===== src/jcmp_pkg.sv =====
`timescale 1ns / 1ps
package jcmp_pkg;

  localparam int PositionWidth = 32;

  localparam logic [15:0] M_SOC = 16'hff4f;
  localparam logic [15:0] M_SOT = 16'hff90;
  localparam logic [15:0] M_SOD = 16'hff93;
  localparam logic [15:0] M_EOC = 16'hffd9;
  localparam logic [15:0] M_EPH = 16'hff92;
  localparam logic [15:0] M_SIZ = 16'hff51;
  localparam logic [15:0] M_COD = 16'hff52;
  localparam logic [15:0] M_QCD = 16'hff5c;
  localparam logic [15:0] M_TLM = 16'hff55;
  localparam logic [15:0] M_COM = 16'hff64;

  typedef enum logic [2:0] {
    PH_MARK_HI = 3'd0,
    PH_MARK_LO = 3'd1,
    PH_LEN_HI  = 3'd2,
    PH_LEN_LO  = 3'd3,
    PH_BODY    = 3'd4,
    PH_SKIP    = 3'd5,
    PH_FOREVER = 3'd6,
    PH_HALT    = 3'd7
  } phase_t;

  typedef enum logic [2:0] {
    ROLE_MARK_HI = 3'd0,
    ROLE_MARK_LO = 3'd1,
    ROLE_LENGTH  = 3'd2,
    ROLE_BODY    = 3'd3,
    ROLE_TILE    = 3'd4,
    ROLE_IGNORED = 3'd5
  } role_t;

  localparam logic [3:0] E_NONE     = 4'd0;
  localparam logic [3:0] E_MARKER   = 4'd1;
  localparam logic [3:0] E_NO_SOC   = 4'd2;
  localparam logic [3:0] E_LEN      = 4'd3;
  localparam logic [3:0] E_SOT_LEN  = 4'd4;
  localparam logic [3:0] E_PSOT     = 4'd5;
  localparam logic [3:0] E_TPSOT    = 4'd6;
  localparam logic [3:0] E_SIZ_LEN  = 4'd7;
  localparam logic [3:0] E_SIZ_CSIZ = 4'd8;
  localparam logic [3:0] E_COD_LEN  = 4'd9;
  localparam logic [3:0] E_QCD_LEN  = 4'd10;
  localparam logic [3:0] E_TLM_LEN  = 4'd11;
  localparam logic [3:0] E_TLM_ST   = 4'd12;
  localparam logic [3:0] E_TLM_DIV  = 4'd13;
  localparam logic [3:0] E_COM_LEN  = 4'd14;
  localparam logic [3:0] E_PAST     = 4'd15;

  typedef struct packed {
    logic [2:0]  byte_role;
    logic [15:0] marker_code;
    logic [3:0]  error_code;
    logic        frame_end;
    logic [31:0] frame_total;
    logic [15:0] tile_part_number;
  } result_t;

endpackage


===== src/jcmp_byte_if.sv =====
`timescale 1ns / 1ps
interface jcmp_byte_if;
  logic       valid;
  logic       ready;
  logic [7:0] data_byte;
  modport source (output valid, output data_byte, input ready);
  modport sink (input valid, input data_byte, output ready);
endinterface


===== src/jcmp_result_if.sv =====
`timescale 1ns / 1ps
interface jcmp_result_if;
  logic        valid;
  logic        ready;
  logic [2:0]  byte_role;
  logic [15:0] marker_code;
  logic [3:0]  error_code;
  logic        frame_end;
  logic [31:0] frame_total;
  logic [15:0] tile_part_number;
  modport source (output valid, output byte_role, output marker_code, output error_code,
                  output frame_end, output frame_total, output tile_part_number,
                  input ready);
  modport sink (input valid, input byte_role, input marker_code, input error_code,
                input frame_end, input frame_total, input tile_part_number,
                output ready);
endinterface


===== src/jcmp_parse_core.sv =====
`timescale 1ns / 1ps
module jcmp_parse_core #(
  parameter int POSITION_WIDTH = jcmp_pkg::PositionWidth
) (
  input  logic                clk,
  input  logic                rst_n,
  input  logic                step,
  input  logic [7:0]          data_byte,
  output jcmp_pkg::result_t   result
);

  // Compare Psot and the byte position at one bit more than the wider of the two widths.
  localparam int ExtWidth = (POSITION_WIDTH > 32) ? POSITION_WIDTH + 1 : 33;

  jcmp_pkg::phase_t phase_r, phase_nxt;
  logic [15:0] marker_r, marker_nxt;
  logic [15:0] seglen_r, seglen_nxt;
  logic [15:0] bpos_r, bpos_nxt;
  logic [31:0] shift_r, shift_nxt;
  logic [31:0] psot_r, psot_nxt;
  logic [POSITION_WIDTH-1:0] since_r, since_nxt;
  logic [31:0] skip_r, skip_nxt;
  logic [2:0]  tlm_ph_r, tlm_ph_nxt;
  logic        expect_r, expect_nxt;
  logic [31:0] frames_r, frames_nxt;
  logic [15:0] tparts_r, tparts_nxt;
  logic [3:0]  lerr_r, lerr_nxt;

  logic [15:0] m_lo, len_lo;
  logic [3:0]  err;
  logic [2:0]  role;
  logic        fend, last, alone;
  logic [2:0]  esz, tph_inc;
  logic [ExtWidth-1:0] psot_ext, since_ext, rem;
  logic [15:0] siz_lhs;

  always_ff @(posedge clk) begin
    if (!rst_n) begin
      phase_r  <= jcmp_pkg::PH_MARK_HI;
      marker_r <= '0;
      seglen_r <= '0;
      bpos_r   <= '0;
      shift_r  <= '0;
      psot_r   <= '0;
      since_r  <= '0;
      skip_r   <= '0;
      tlm_ph_r <= '0;
      expect_r <= 1'b1;
      frames_r <= '0;
      tparts_r <= '0;
      lerr_r   <= '0;
    end else if (step) begin
      phase_r  <= phase_nxt;
      marker_r <= marker_nxt;
      seglen_r <= seglen_nxt;
      bpos_r   <= bpos_nxt;
      shift_r  <= shift_nxt;
      psot_r   <= psot_nxt;
      since_r  <= since_nxt;
      skip_r   <= skip_nxt;
      tlm_ph_r <= tlm_ph_nxt;
      expect_r <= expect_nxt;
      frames_r <= frames_nxt;
      tparts_r <= tparts_nxt;
      lerr_r   <= lerr_nxt;
    end
  end

  always_comb begin
    phase_nxt  = phase_r;
    marker_nxt = marker_r;
    seglen_nxt = seglen_r;
    bpos_nxt   = bpos_r;
    shift_nxt  = shift_r;
    psot_nxt   = psot_r;
    since_nxt  = since_r;
    skip_nxt   = skip_r;
    tlm_ph_nxt = tlm_ph_r;
    expect_nxt = expect_r;
    frames_nxt = frames_r;
    tparts_nxt = tparts_r;
    lerr_nxt   = lerr_r;
    err  = jcmp_pkg::E_NONE;
    role = jcmp_pkg::ROLE_IGNORED;
    fend = 1'b0;
    m_lo   = {marker_r[15:8], data_byte};
    len_lo = {seglen_r[15:8], data_byte};
    alone  = (m_lo >= 16'hff30 && m_lo <= 16'hff3f) || m_lo == jcmp_pkg::M_SOC ||
             m_lo == jcmp_pkg::M_EOC || m_lo == jcmp_pkg::M_SOD ||
             m_lo == jcmp_pkg::M_EPH;
    last = ((bpos_r + 16'd1) == (seglen_r - 16'd2));
    esz  = {1'b0, shift_r[5:4]} + ({2'b0, shift_r[6]} + 3'd1) * 3'd2;
    tph_inc = tlm_ph_r + 3'd1;
    psot_ext  = ExtWidth'(psot_r);
    since_ext = ExtWidth'(since_r + POSITION_WIDTH'(1));
    rem = psot_ext - since_ext;
    siz_lhs = seglen_r - 16'd38;

    if (phase_r != jcmp_pkg::PH_HALT) begin
      since_nxt = since_r + POSITION_WIDTH'(1);
      case (phase_r)
        jcmp_pkg::PH_FOREVER: role = jcmp_pkg::ROLE_TILE;
        jcmp_pkg::PH_SKIP: begin
          role = jcmp_pkg::ROLE_TILE;
          if (skip_r <= 32'd1) begin
            skip_nxt   = '0;
            tparts_nxt = tparts_r + 16'd1;
            phase_nxt  = jcmp_pkg::PH_MARK_HI;
          end else begin
            skip_nxt = skip_r - 32'd1;
          end
        end
        jcmp_pkg::PH_MARK_HI: begin
          role       = jcmp_pkg::ROLE_MARK_HI;
          marker_nxt = {data_byte, 8'h00};
          phase_nxt  = jcmp_pkg::PH_MARK_LO;
        end
        jcmp_pkg::PH_MARK_LO: begin
          role       = jcmp_pkg::ROLE_MARK_LO;
          marker_nxt = m_lo;
          if (m_lo[15:8] != 8'hff || data_byte == 8'h00 || data_byte == 8'hff) begin
            err = jcmp_pkg::E_MARKER;
          end else if (expect_r && m_lo != jcmp_pkg::M_SOC) begin
            err = jcmp_pkg::E_NO_SOC;
          end else begin
            if (m_lo == jcmp_pkg::M_SOC) expect_nxt = 1'b0;
            if (alone) begin
              phase_nxt = jcmp_pkg::PH_MARK_HI;
              if (m_lo == jcmp_pkg::M_SOD) begin
                if (psot_ext >= since_ext) begin
                  if (rem != '0) begin
                    skip_nxt  = rem[31:0];
                    phase_nxt = jcmp_pkg::PH_SKIP;
                  end else begin
                    tparts_nxt = tparts_r + 16'd1;
                  end
                end else if (psot_r != '0) begin
                  err = jcmp_pkg::E_PAST;
                end else begin
                  phase_nxt = jcmp_pkg::PH_FOREVER;
                end
              end else if (m_lo == jcmp_pkg::M_EOC) begin
                frames_nxt = frames_r + 32'd1;
                fend       = 1'b1;
                expect_nxt = 1'b1;
                psot_nxt   = '0;
                tparts_nxt = '0;
              end
            end else begin
              if (m_lo == jcmp_pkg::M_SOT) since_nxt = POSITION_WIDTH'(2);
              phase_nxt = jcmp_pkg::PH_LEN_HI;
            end
          end
        end
        jcmp_pkg::PH_LEN_HI: begin
          role       = jcmp_pkg::ROLE_LENGTH;
          seglen_nxt = {data_byte, 8'h00};
          phase_nxt  = jcmp_pkg::PH_LEN_LO;
        end
        jcmp_pkg::PH_LEN_LO: begin
          role       = jcmp_pkg::ROLE_LENGTH;
          seglen_nxt = len_lo;
          if (len_lo < 16'd2) err = jcmp_pkg::E_LEN;
          else if (marker_r == jcmp_pkg::M_SOT && len_lo != 16'd10) err = jcmp_pkg::E_SOT_LEN;
          else if (marker_r == jcmp_pkg::M_SIZ && len_lo < 16'd38) err = jcmp_pkg::E_SIZ_LEN;
          else if (marker_r == jcmp_pkg::M_COD && len_lo < 16'd12) err = jcmp_pkg::E_COD_LEN;
          else if (marker_r == jcmp_pkg::M_QCD && len_lo == 16'd2) err = jcmp_pkg::E_QCD_LEN;
          else if (marker_r == jcmp_pkg::M_TLM && len_lo < 16'd6) err = jcmp_pkg::E_TLM_LEN;
          else if (marker_r == jcmp_pkg::M_COM && len_lo == 16'd2) err = jcmp_pkg::E_COM_LEN;
          if (err == jcmp_pkg::E_NONE) begin
            if (len_lo == 16'd2) begin
              phase_nxt = jcmp_pkg::PH_MARK_HI;
            end else begin
              phase_nxt  = jcmp_pkg::PH_BODY;
              bpos_nxt   = '0;
              shift_nxt  = '0;
              tlm_ph_nxt = '0;
            end
          end
        end
        jcmp_pkg::PH_BODY: begin
          role = jcmp_pkg::ROLE_BODY;
          if (!(marker_r == jcmp_pkg::M_TLM && bpos_r >= 16'd2))
            shift_nxt = {shift_r[23:0], data_byte};
          if (marker_r == jcmp_pkg::M_SOT) begin
            if (bpos_r == 16'd5) begin
              psot_nxt = shift_nxt;
              if (shift_nxt != '0 && shift_nxt < 32'd14) err = jcmp_pkg::E_PSOT;
            end else if (bpos_r == 16'd6 && data_byte == 8'hff) begin
              err = jcmp_pkg::E_TPSOT;
            end
          end else if (marker_r == jcmp_pkg::M_SIZ) begin
            if (bpos_r == 16'd35 && 18'(siz_lhs) != 18'(shift_nxt[15:0]) * 18'd3)
              err = jcmp_pkg::E_SIZ_CSIZ;
          end else if (marker_r == jcmp_pkg::M_TLM) begin
            if (bpos_r == 16'd1) begin
              if (data_byte[5:4] == 2'd3) err = jcmp_pkg::E_TLM_ST;
              tlm_ph_nxt = '0;
            end else if (bpos_r >= 16'd2) begin
              tlm_ph_nxt = (tph_inc >= esz) ? 3'd0 : tph_inc;
              if (last && tlm_ph_nxt != 3'd0) err = jcmp_pkg::E_TLM_DIV;
            end
          end
          if (last) phase_nxt = jcmp_pkg::PH_MARK_HI;
          else bpos_nxt = bpos_r + 16'd1;
        end
        default: phase_nxt = jcmp_pkg::PH_HALT;
      endcase
      if (err != jcmp_pkg::E_NONE) begin
        lerr_nxt  = err;
        phase_nxt = jcmp_pkg::PH_HALT;
      end
    end

    result.byte_role        = role;
    result.marker_code      = marker_nxt;
    result.error_code       = (err != jcmp_pkg::E_NONE) ? err : lerr_r;
    result.frame_end        = fend;
    result.frame_total      = frames_nxt;
    result.tile_part_number = tparts_nxt;
  end

`ifndef ASSERT_OFF
  a_halt_sticky: assert property (@(posedge clk) disable iff (!rst_n)
    phase_r == jcmp_pkg::PH_HALT |=> phase_r == jcmp_pkg::PH_HALT)
    else $error("halt left");
  a_halt_err: assert property (@(posedge clk) disable iff (!rst_n)
    phase_r == jcmp_pkg::PH_HALT |-> lerr_r != jcmp_pkg::E_NONE)
    else $error("halt without error");
  a_err_stable: assert property (@(posedge clk) disable iff (!rst_n)
    lerr_r != jcmp_pkg::E_NONE |=> $stable(lerr_r))
    else $error("error changed");
`endif

endmodule


===== src/j2k_codestream_marker_parser.sv =====
`timescale 1ns / 1ps
// JPEG 2000 codestream marker parser: takes one codestream byte per beat and
// returns one labeled result beat per byte (role, marker, error, frame end,
// frame count, tile part number). One byte per cycle sustained while the
// output is not stalled: the parse state updates as each byte is taken and
// the result sits in an output register that refills in the same cycle it
// drains. The first error halts parsing until reset; later bytes return role 5.
module j2k_codestream_marker_parser #(
  parameter int POSITION_WIDTH = jcmp_pkg::PositionWidth
) (
  input  logic clk,
  input  logic rst_n,
  jcmp_byte_if.sink     in_ch,
  jcmp_result_if.source out_ch
);

  jcmp_pkg::result_t res, res_r;
  logic out_valid_r, step;

  // Accept whenever the output register is empty or drains this cycle.
  assign in_ch.ready = !out_valid_r || out_ch.ready;
  assign step = in_ch.valid && in_ch.ready;

  jcmp_parse_core #(.POSITION_WIDTH(POSITION_WIDTH)) u_core (
    .clk(clk), .rst_n(rst_n), .step(step), .data_byte(in_ch.data_byte), .result(res)
  );

  always_ff @(posedge clk) begin
    if (!rst_n) begin
      out_valid_r <= 1'b0;
    end else if (in_ch.ready) begin
      out_valid_r <= in_ch.valid;
    end
  end

  // Hold the payload while a beat waits.
  always_ff @(posedge clk) begin
    if (step) res_r <= res;
  end

  assign out_ch.valid            = out_valid_r;
  assign out_ch.byte_role        = res_r.byte_role;
  assign out_ch.marker_code      = res_r.marker_code;
  assign out_ch.error_code       = res_r.error_code;
  assign out_ch.frame_end        = res_r.frame_end;
  assign out_ch.frame_total      = res_r.frame_total;
  assign out_ch.tile_part_number = res_r.tile_part_number;

`ifndef ASSERT_OFF
  a_no_loss: assert property (@(posedge clk) disable iff (!rst_n)
    out_valid_r && !out_ch.ready |-> !in_ch.ready)
    else $error("input taken while output stalled");
  a_fill: assert property (@(posedge clk) disable iff (!rst_n)
    step |=> out_valid_r)
    else $error("accepted byte lost");
  a_hold: assert property (@(posedge clk) disable iff (!rst_n)
    out_valid_r && !out_ch.ready |=> $stable(res_r))
    else $error("stalled result changed");
`endif

endmodule


===== src/flat_wrapper.sv =====
// flat-port wrapper written by rule: the top's interface ports become plain ports
module j2k_codestream_marker_parser_flat 
#(
  parameter int POSITION_WIDTH = jcmp_pkg::PositionWidth
)
  (clk, rst_n, in_ch_valid, in_ch_data_byte, in_ch_ready, out_ch_valid, out_ch_byte_role, out_ch_marker_code, out_ch_error_code, out_ch_frame_end, out_ch_frame_total, out_ch_tile_part_number, out_ch_ready);
  jcmp_byte_if in_ch_i ();
  jcmp_result_if out_ch_i ();
  input  logic clk;
  input  logic rst_n;
  input wire logic [$bits(in_ch_i.valid)-1:0] in_ch_valid;
  input wire logic [$bits(in_ch_i.data_byte)-1:0] in_ch_data_byte;
  output wire logic [$bits(in_ch_i.ready)-1:0] in_ch_ready;
  output wire logic [$bits(out_ch_i.valid)-1:0] out_ch_valid;
  output wire logic [$bits(out_ch_i.byte_role)-1:0] out_ch_byte_role;
  output wire logic [$bits(out_ch_i.marker_code)-1:0] out_ch_marker_code;
  output wire logic [$bits(out_ch_i.error_code)-1:0] out_ch_error_code;
  output wire logic [$bits(out_ch_i.frame_end)-1:0] out_ch_frame_end;
  output wire logic [$bits(out_ch_i.frame_total)-1:0] out_ch_frame_total;
  output wire logic [$bits(out_ch_i.tile_part_number)-1:0] out_ch_tile_part_number;
  input wire logic [$bits(out_ch_i.ready)-1:0] out_ch_ready;
  assign in_ch_i.valid = in_ch_valid;
  assign in_ch_i.data_byte = in_ch_data_byte;
  assign in_ch_ready = in_ch_i.ready;
  assign out_ch_valid = out_ch_i.valid;
  assign out_ch_byte_role = out_ch_i.byte_role;
  assign out_ch_marker_code = out_ch_i.marker_code;
  assign out_ch_error_code = out_ch_i.error_code;
  assign out_ch_frame_end = out_ch_i.frame_end;
  assign out_ch_frame_total = out_ch_i.frame_total;
  assign out_ch_tile_part_number = out_ch_i.tile_part_number;
  assign out_ch_i.ready = out_ch_ready;
  j2k_codestream_marker_parser #(.POSITION_WIDTH(POSITION_WIDTH)) u_core (.clk(clk), .rst_n(rst_n), .in_ch(in_ch_i), .out_ch(out_ch_i));
endmodule

===== config.mk =====
export PLATFORM = sky130hd
export DESIGN_NAME = j2k_codestream_marker_parser_flat
export DESIGN_NICKNAME = d
export VERILOG_FILES = /design/src/jcmp_pkg.sv /design/src/jcmp_byte_if.sv /design/src/jcmp_result_if.sv /design/src/jcmp_parse_core.sv /design/src/j2k_codestream_marker_parser.sv /design/src/flat_wrapper.sv
export SDC_FILE = /design/constraint.sdc
export NUM_CORES = 1
export LEC_CHECK = 0
export BUFFER_PORTS_ARGS = -buffer_cell sky130_fd_sc_hd__buf_2
export CAP_MARGIN = 10
export CORE_MARGIN = 2
export CORE_UTILIZATION = 25
export DETAILED_ROUTE_END_ITERATION = 10
export PLACE_DENSITY = 0.4
export SLEW_MARGIN = 10
export SYNTH_ARGS = -nofsm -noshare
export SYNTH_HDL_FRONTEND = slang
export SYNTH_HIERARCHICAL = 1
export SYNTH_SLANG_ARGS = --single-unit

===== constraint.sdc =====
create_clock -name clk -period 7.2 [get_ports clk]
set_input_delay 2.16 -clock clk [delete_from_list [all_inputs] [get_ports clk]]
set_output_delay 2.16 -clock clk [all_outputs]
set_load 0.005 [all_outputs]

Yosys cells after proc, flatten, opt, wreduce, memory -nomap -nowiden
Cells that the tools add are included.
{ "totals": {"inputBits": 12, "ff_bits": 308, "word_cells": 262} }
{ "op_classes": {"mux": 109, "mul": 1, "order_cmp": 11, "n_eq_ne": 53, "addsub": 12, "n_reduce_logical": 49, "n_bitwise": 6} }
{ "ops": {"columns": ["operator", "n"], "rows": [
  ["32-bit two-way mux", 31],
  ["16-bit two-way mux", 13],
  ["32-bit case mux with 2 select lines", 3],
  ["16-bit == test (second input constant)", 11],
  ["16-bit case mux with 2 select lines", 4],
  ["4-bit two-way mux", 27],
  ["3-bit two-way mux", 22],
  ["32-bit by 1-bit adder with 32-bit output (second input constant)", 2],
  ["32-bit nonzero test", 2],
  ["2-bit != test (second input constant)", 17],
  ["32-bit by 1-bit adder with 33-bit output (second input constant)", 1],
  ["32-bit by 33-bit >= comparator with 1-bit output", 1],
  ["33-bit nonzero test", 1],
  ["32-bit by 33-bit subtractor with 33-bit output", 1],
  ["16-bit by 1-bit adder with 16-bit output (second input constant)", 2],
  ["16-bit by 3-bit == test with 1-bit output (second input constant)", 2],
  ["32-bit by 1-bit <= comparator with 1-bit output (second input constant)", 1],
  ["32-bit by 4-bit less-than comparator with 1-bit output (second input constant)", 1],
  ["32-bit by 1-bit subtractor with 32-bit output (second input constant)", 1],
  ["3-bit != test (second input constant)", 7],
  ["3-bit case mux with 7 select lines", 1],
  ["16-bit by 2-bit multiplier with 18-bit output (second input constant)", 1],
  ["16-bit by 18-bit != test with 1-bit output", 1],
  ["9-bit AND reduction", 2],
  ["48 further kinds", 86]
]} }

Depth between registers and ports, before layout
{ "logic_depth": {"depth_word": 17, "mapped_depth": 27, "ltp_nobuf": 23} }

Hierarchy
The synthesis kept the hierarchy.
{ "modules_own_cells": {"columns": ["mod", "cells_per_inst", "area_per_inst_um2", "instances"], "rows": [
  ["jcmp_parse_core", 2656, 18956.9, 1],
  ["j2k_codestream_marker_parser", 77, 2219.6, 1]
]} }

Least setup slack after synthesis
Ideal clock, no wire load.
{ "synth_timing": {"path_kind": "register to register", "startpoint": "register u_core.u_core.since_r[5]", "endpoint": "register u_core.res_r (netlist bit u_core/out_ch.tile_part_number[8]) (data pin)", "path_buffers": 3, "t_arrival_ns": 5.652, "slack_ns": 1.294, "path_stages_with_launch": 27, "path_cell_list": "dfxtp_1 -> buf_2 -> nand4_1 -> nor4b_1 -> and4_1 -> nand3_1 -> nor2_1 -> and3_1 -> clkbuf_1 -> nand2_1 -> nor2_1 -> nand2_1 -> xor2_1 -> ha_1 -> clkbuf_1 -> nand4_1 -> or2_2 -> nor2_1 -> a211oi_1 -> and3_1 -> a211o_1 -> nor4_1 -> and2_1 -> a31oi_1 -> a31o_1 -> a221o_1 -> a21o_1"} }
{ "synth_lines": {"columns": ["item", "line_no", "text"], "rows": [
  ["start, declared", "jcmp_parse_core.sv:21", "logic [POSITION_WIDTH-1:0] since_r, since_nxt;"],
  ["start signal, assigned", "jcmp_parse_core.sv:59", "since_r <= since_nxt;"],
  ["end signal, assigned", "j2k_codestream_marker_parser.sv:38", "if (step) res_r <= res;"],
  ["end, declared", "j2k_codestream_marker_parser.sv:17", "jcmp_pkg::result_t res, res_r;"]
]} }

==> flow_metrics.env <==
export IMPL_first_pass_iters=5
export IMPL_cp_max_fo=11
export IMPL_numPortBuffers=85
export IMPL_clk_transition_reported_paths_ns=0.06
export IMPL_regArea_um2=6887
export IMPL_yosys_warnings=6
export IMPL_die_area_um2=87050
export IMPL_grt_overflow_total=0
export IMPL_ios=86
export IMPL_gr_usage_met1=0.2436
export IMPL_syn_inst=2733
export IMPL_vdd_drop_max_uv=141.1
export IMPL_multi_input_area_um2=13390
export IMPL_yosysUniqueCellTypes=102
export IMPL_setup_ws_ns=0.5265
export IMPL_htree_num_levels=2
export IMPL_leakagePower_nw=9.027
export IMPL_maxClockFrequency_mhz=149.8
export IMPL_ys_ff_latch=308
export IMPL_initial_core_util=0.2526
export IMPL_critical_path_class="register to register"
export IMPL_setup_violations=0
export IMPL_antennaDiodeCount=0
export IMPL_worst_pin_slew_ns=1.168
export IMPL_finish_instance_area_um2=24070
export IMPL_worstSkewPairLatency_ns=0.59
export IMPL_numClockSinks=308
export IMPL_synth_cell_area_um2=21180
export IMPL_power_total_mw=4.786
export IMPL_fin_cells=3900
export IMPL_synth_nets=2811
export IMPL_slew_headroom=0.2089
export IMPL_drc=0
export IMPL_cts_buffer_depth=3
export IMPL_hold_viol=0
export IMPL_holdWs_ns=0.4557
export IMPL_core_area_um2=83820
export IMPL_totalWireLength_um=78880
export IMPL_drv_cap=0
export IMPL_required_ns=7.63
export IMPL_finalCritPeriodShare=0.9269
export IMPL_die_h_um=295.0
export IMPL_synth_edf_count=72
export IMPL_final_util=0.2872
export IMPL_start_kind="register"
export IMPL_status="finished clean"
export IMPL_hold_class="register to register"
export IMPL_track_usage=0.1774
export IMPL_die_w_um=295.0
export IMPL_wl_per_cell_um=20.23
export IMPL_cts_root_buf="clkbuf_16"
export IMPL_numCtsBuffers=40
export IMPL_fin_setup_tns_ns=0
export IMPL_grt_pass1_wl_um=121200
export IMPL_ys_async_sr_fraction=0
export IMPL_via_per_inst=5.318
export IMPL_rows=106
export IMPL_dp_slack_ns=0.6035
export IMPL_finClkSkew_ns=0.03096
export IMPL_antenna_left=0
export IMPL_arrival_ns=7.10
export IMPL_place_gp_congestion=0.8530
export IMPL_synthFlopType="dfxtp_1"
export IMPL_post_cts_resize_count=0
export IMPL_area_growth_pct=13.68
export IMPL_rsz0062_at_grt="no"
export IMPL_cts_tree="built"
export IMPL_report_final_slew_viol_count=0
export IMPL_grt_max_degree=136
export IMPL_reg2reg_slack_ns=0.53
export IMPL_grt_use_met2=0.2938
export IMPL_fillers=9092
export IMPL_p_per_area_nw_per_um2=198.8
export IMPL_dpl_cell_area_um2=22760
export IMPL_antenna_found_initial=0
export IMPL_drive_gt1_frac=0.09689
export IMPL_grt_pass1_vias=19680
export IMPL_grtUsageMet3=0.02330
export IMPL_drt_iter0_drc=1492
export IMPL_syn_area_per_cell_um2=7.748
export IMPL_dp_cells=3824
export IMPL_period_needed_ns=6.673
export IMPL_yosysSeqAreaShare=0.3252
export IMPL_busiest_layer="met2"
export IMPL_vias=20740
export IMPL_endpoint_kind="register"
export IMPL_hpwl_um=57890
export IMPL_final_nets=2813
==> registers in the layout, summed over array words and instances, names as in the netlist, 32 cells and up <==
register and flops:
u_core/u_core/shift_r 32, u_core/u_core/frames_r 32, u_core/u_core/psot_r 32, u_core/u_core/skip_r 32, u_core/out_ch.frame_total 32, u_core/u_core/since_r 32
==> synth_stat cells (14+ instances only) <==
cell type / instances / area share
nand2_1: 325 / 0.058
nor2_1: 302 / 0.054
a21oi_1: 245 / 0.058
dfxtp_1: 236 / 0.22
clkbuf_1: 160 / 0.028
o21ai_0: 159 / 0.038
nor3_1: 108 / 0.026
xnor2_1: 103 / 0.043
nand3_1: 99 / 0.023
xor2_1: 81 / 0.034
edfxtp_1: 72 / 0.10
ha_1: 65 / 0.038
inv_1: 59 / 0.010
nor4_1: 55 / 0.016
mux2i_1: 49 / 0.023
nand4_1: 49 / 0.014
and3_1: 40 / 0.012
a21o_1: 29 / 0.010
or3_1: 28 / 0.0083
a22oi_1: 26 / 0.0092
and4_1: 26 / 0.011
a31oi_1: 20 / 0.0059
and2_1: 20 / 0.0059
a211oi_1: 19 / 0.0067
or2_2: 17 / 0.0050
o211ai_1: 15 / 0.0053
o21a_1: 15 / 0.0053
a311oi_1: 14 / 0.0058
nand2b_1: 14 / 0.0041
nand3b_1: 14 / 0.0050
nor2b_1: 14 / 0.0041
or4_1: 14 / 0.0050
==> cell families (layout without fill, tap and decap cells) <==
kind of cell    Yosys count  count (layout)  share of synthesized area
compound gates          691             691                     0.2077
flops                   308             308                     0.3252
simple gates           1183            1183                     0.2775
buf+inv                 239             272                    0.04313
fa+ha+maj                68              68                    0.04030
mux                      58              58                    0.02795
xor+xnor                186             186                    0.07823
==> worst max-delay path: stages (launching register included) <==
cell and delay [ns]:
dfxtp_1 0.45, nand4_1 0.26, nor4b_1 0.46, buf_4 0.22, and4_1 0.28, nand3_1 0.18, nor2_1 0.26, and3_1 0.32
nand3_1 0.16, xor2_1 0.18, ha_1 0.41, nand2_1 0.11, o21ai_0 0.17, a31oi_1 0.55, mux2i_1 0.27, or4_1 0.22
and3b_1 0.18, o2111ai_1 0.18, nor4_4 0.64, and4_1 0.45, a21o_1 0.25, a41oi_1 0.16, a31oi_1 0.17
==> worst paths after layout <==
kind / start / end / depth (start not counted)
min reg2reg: u_core/u_core/tlm_ph_r[1]$_SDFFE_PN0P_ / u_core/u_core/tlm_ph_r[1]$_SDFFE_PN0P_ / 2
max: u_core/u_core/since_r[5]$_SDFFE_PN0P_ / u_core/out_ch.tile_part_number[14]$_DFFE_PP_ / 22
min: u_core/u_core/tlm_ph_r[1]$_SDFFE_PN0P_ / u_core/u_core/tlm_ph_r[1]$_SDFFE_PN0P_ / 2
max reg2reg: u_core/u_core/since_r[5]$_SDFFE_PN0P_ / u_core/out_ch.tile_part_number[14]$_DFFE_PP_ / 22
==> cell type report <==
class	count	share of cell area
clock inverters	19	0.008627
inverters	60	0.009563
clock buffers	54	0.04501
flip-flops and latches	308	0.2861
multi-input cells	2186	0.5563
well taps	1134	0.05894
repair buffers	139	0.03555
==> cells in the final DEF (no fill, tap or decap), types with 65 or more instances in the layout <==
| cell type | count |
|---|---|
| dfxtp_1 | 236 |
| nor3_1 | 107 |
| xor2_1 | 81 |
| xnor2_1 | 103 |
| o21ai_0 | 159 |
| a21oi_1 | 244 |
| edfxtp_1 | 72 |
| nor2_1 | 301 |
| nand2_1 | 325 |
| nand3_1 | 99 |
| buf_2 | 85 |
| ha_1 | 65 |
==> routing by layer <==
metal | wire (um) | vias to the layer above
li1 | - | 9978
met1 | 37300 | 10110
met2 | 36300 | 564
met3 | 3683 | 92
met4 | 1596 | 0
met5 | 0 | -
==> report_power, final <==
group,leakage [nW],switching (mW),internal (mW)
sequential,2.63,0.0455,1.82
combinational,5.78,0.608,0.282
clock,0.626,0.831,1.20
==> repair_timing <==
item / 4_1_cts / 5_1_grt
buffers inserted: 0 / 3
hold buffers: 0 / 0
setup endpoints to repair: 0 / 1
No activity file was read; power rests on OpenSTA's default activity.
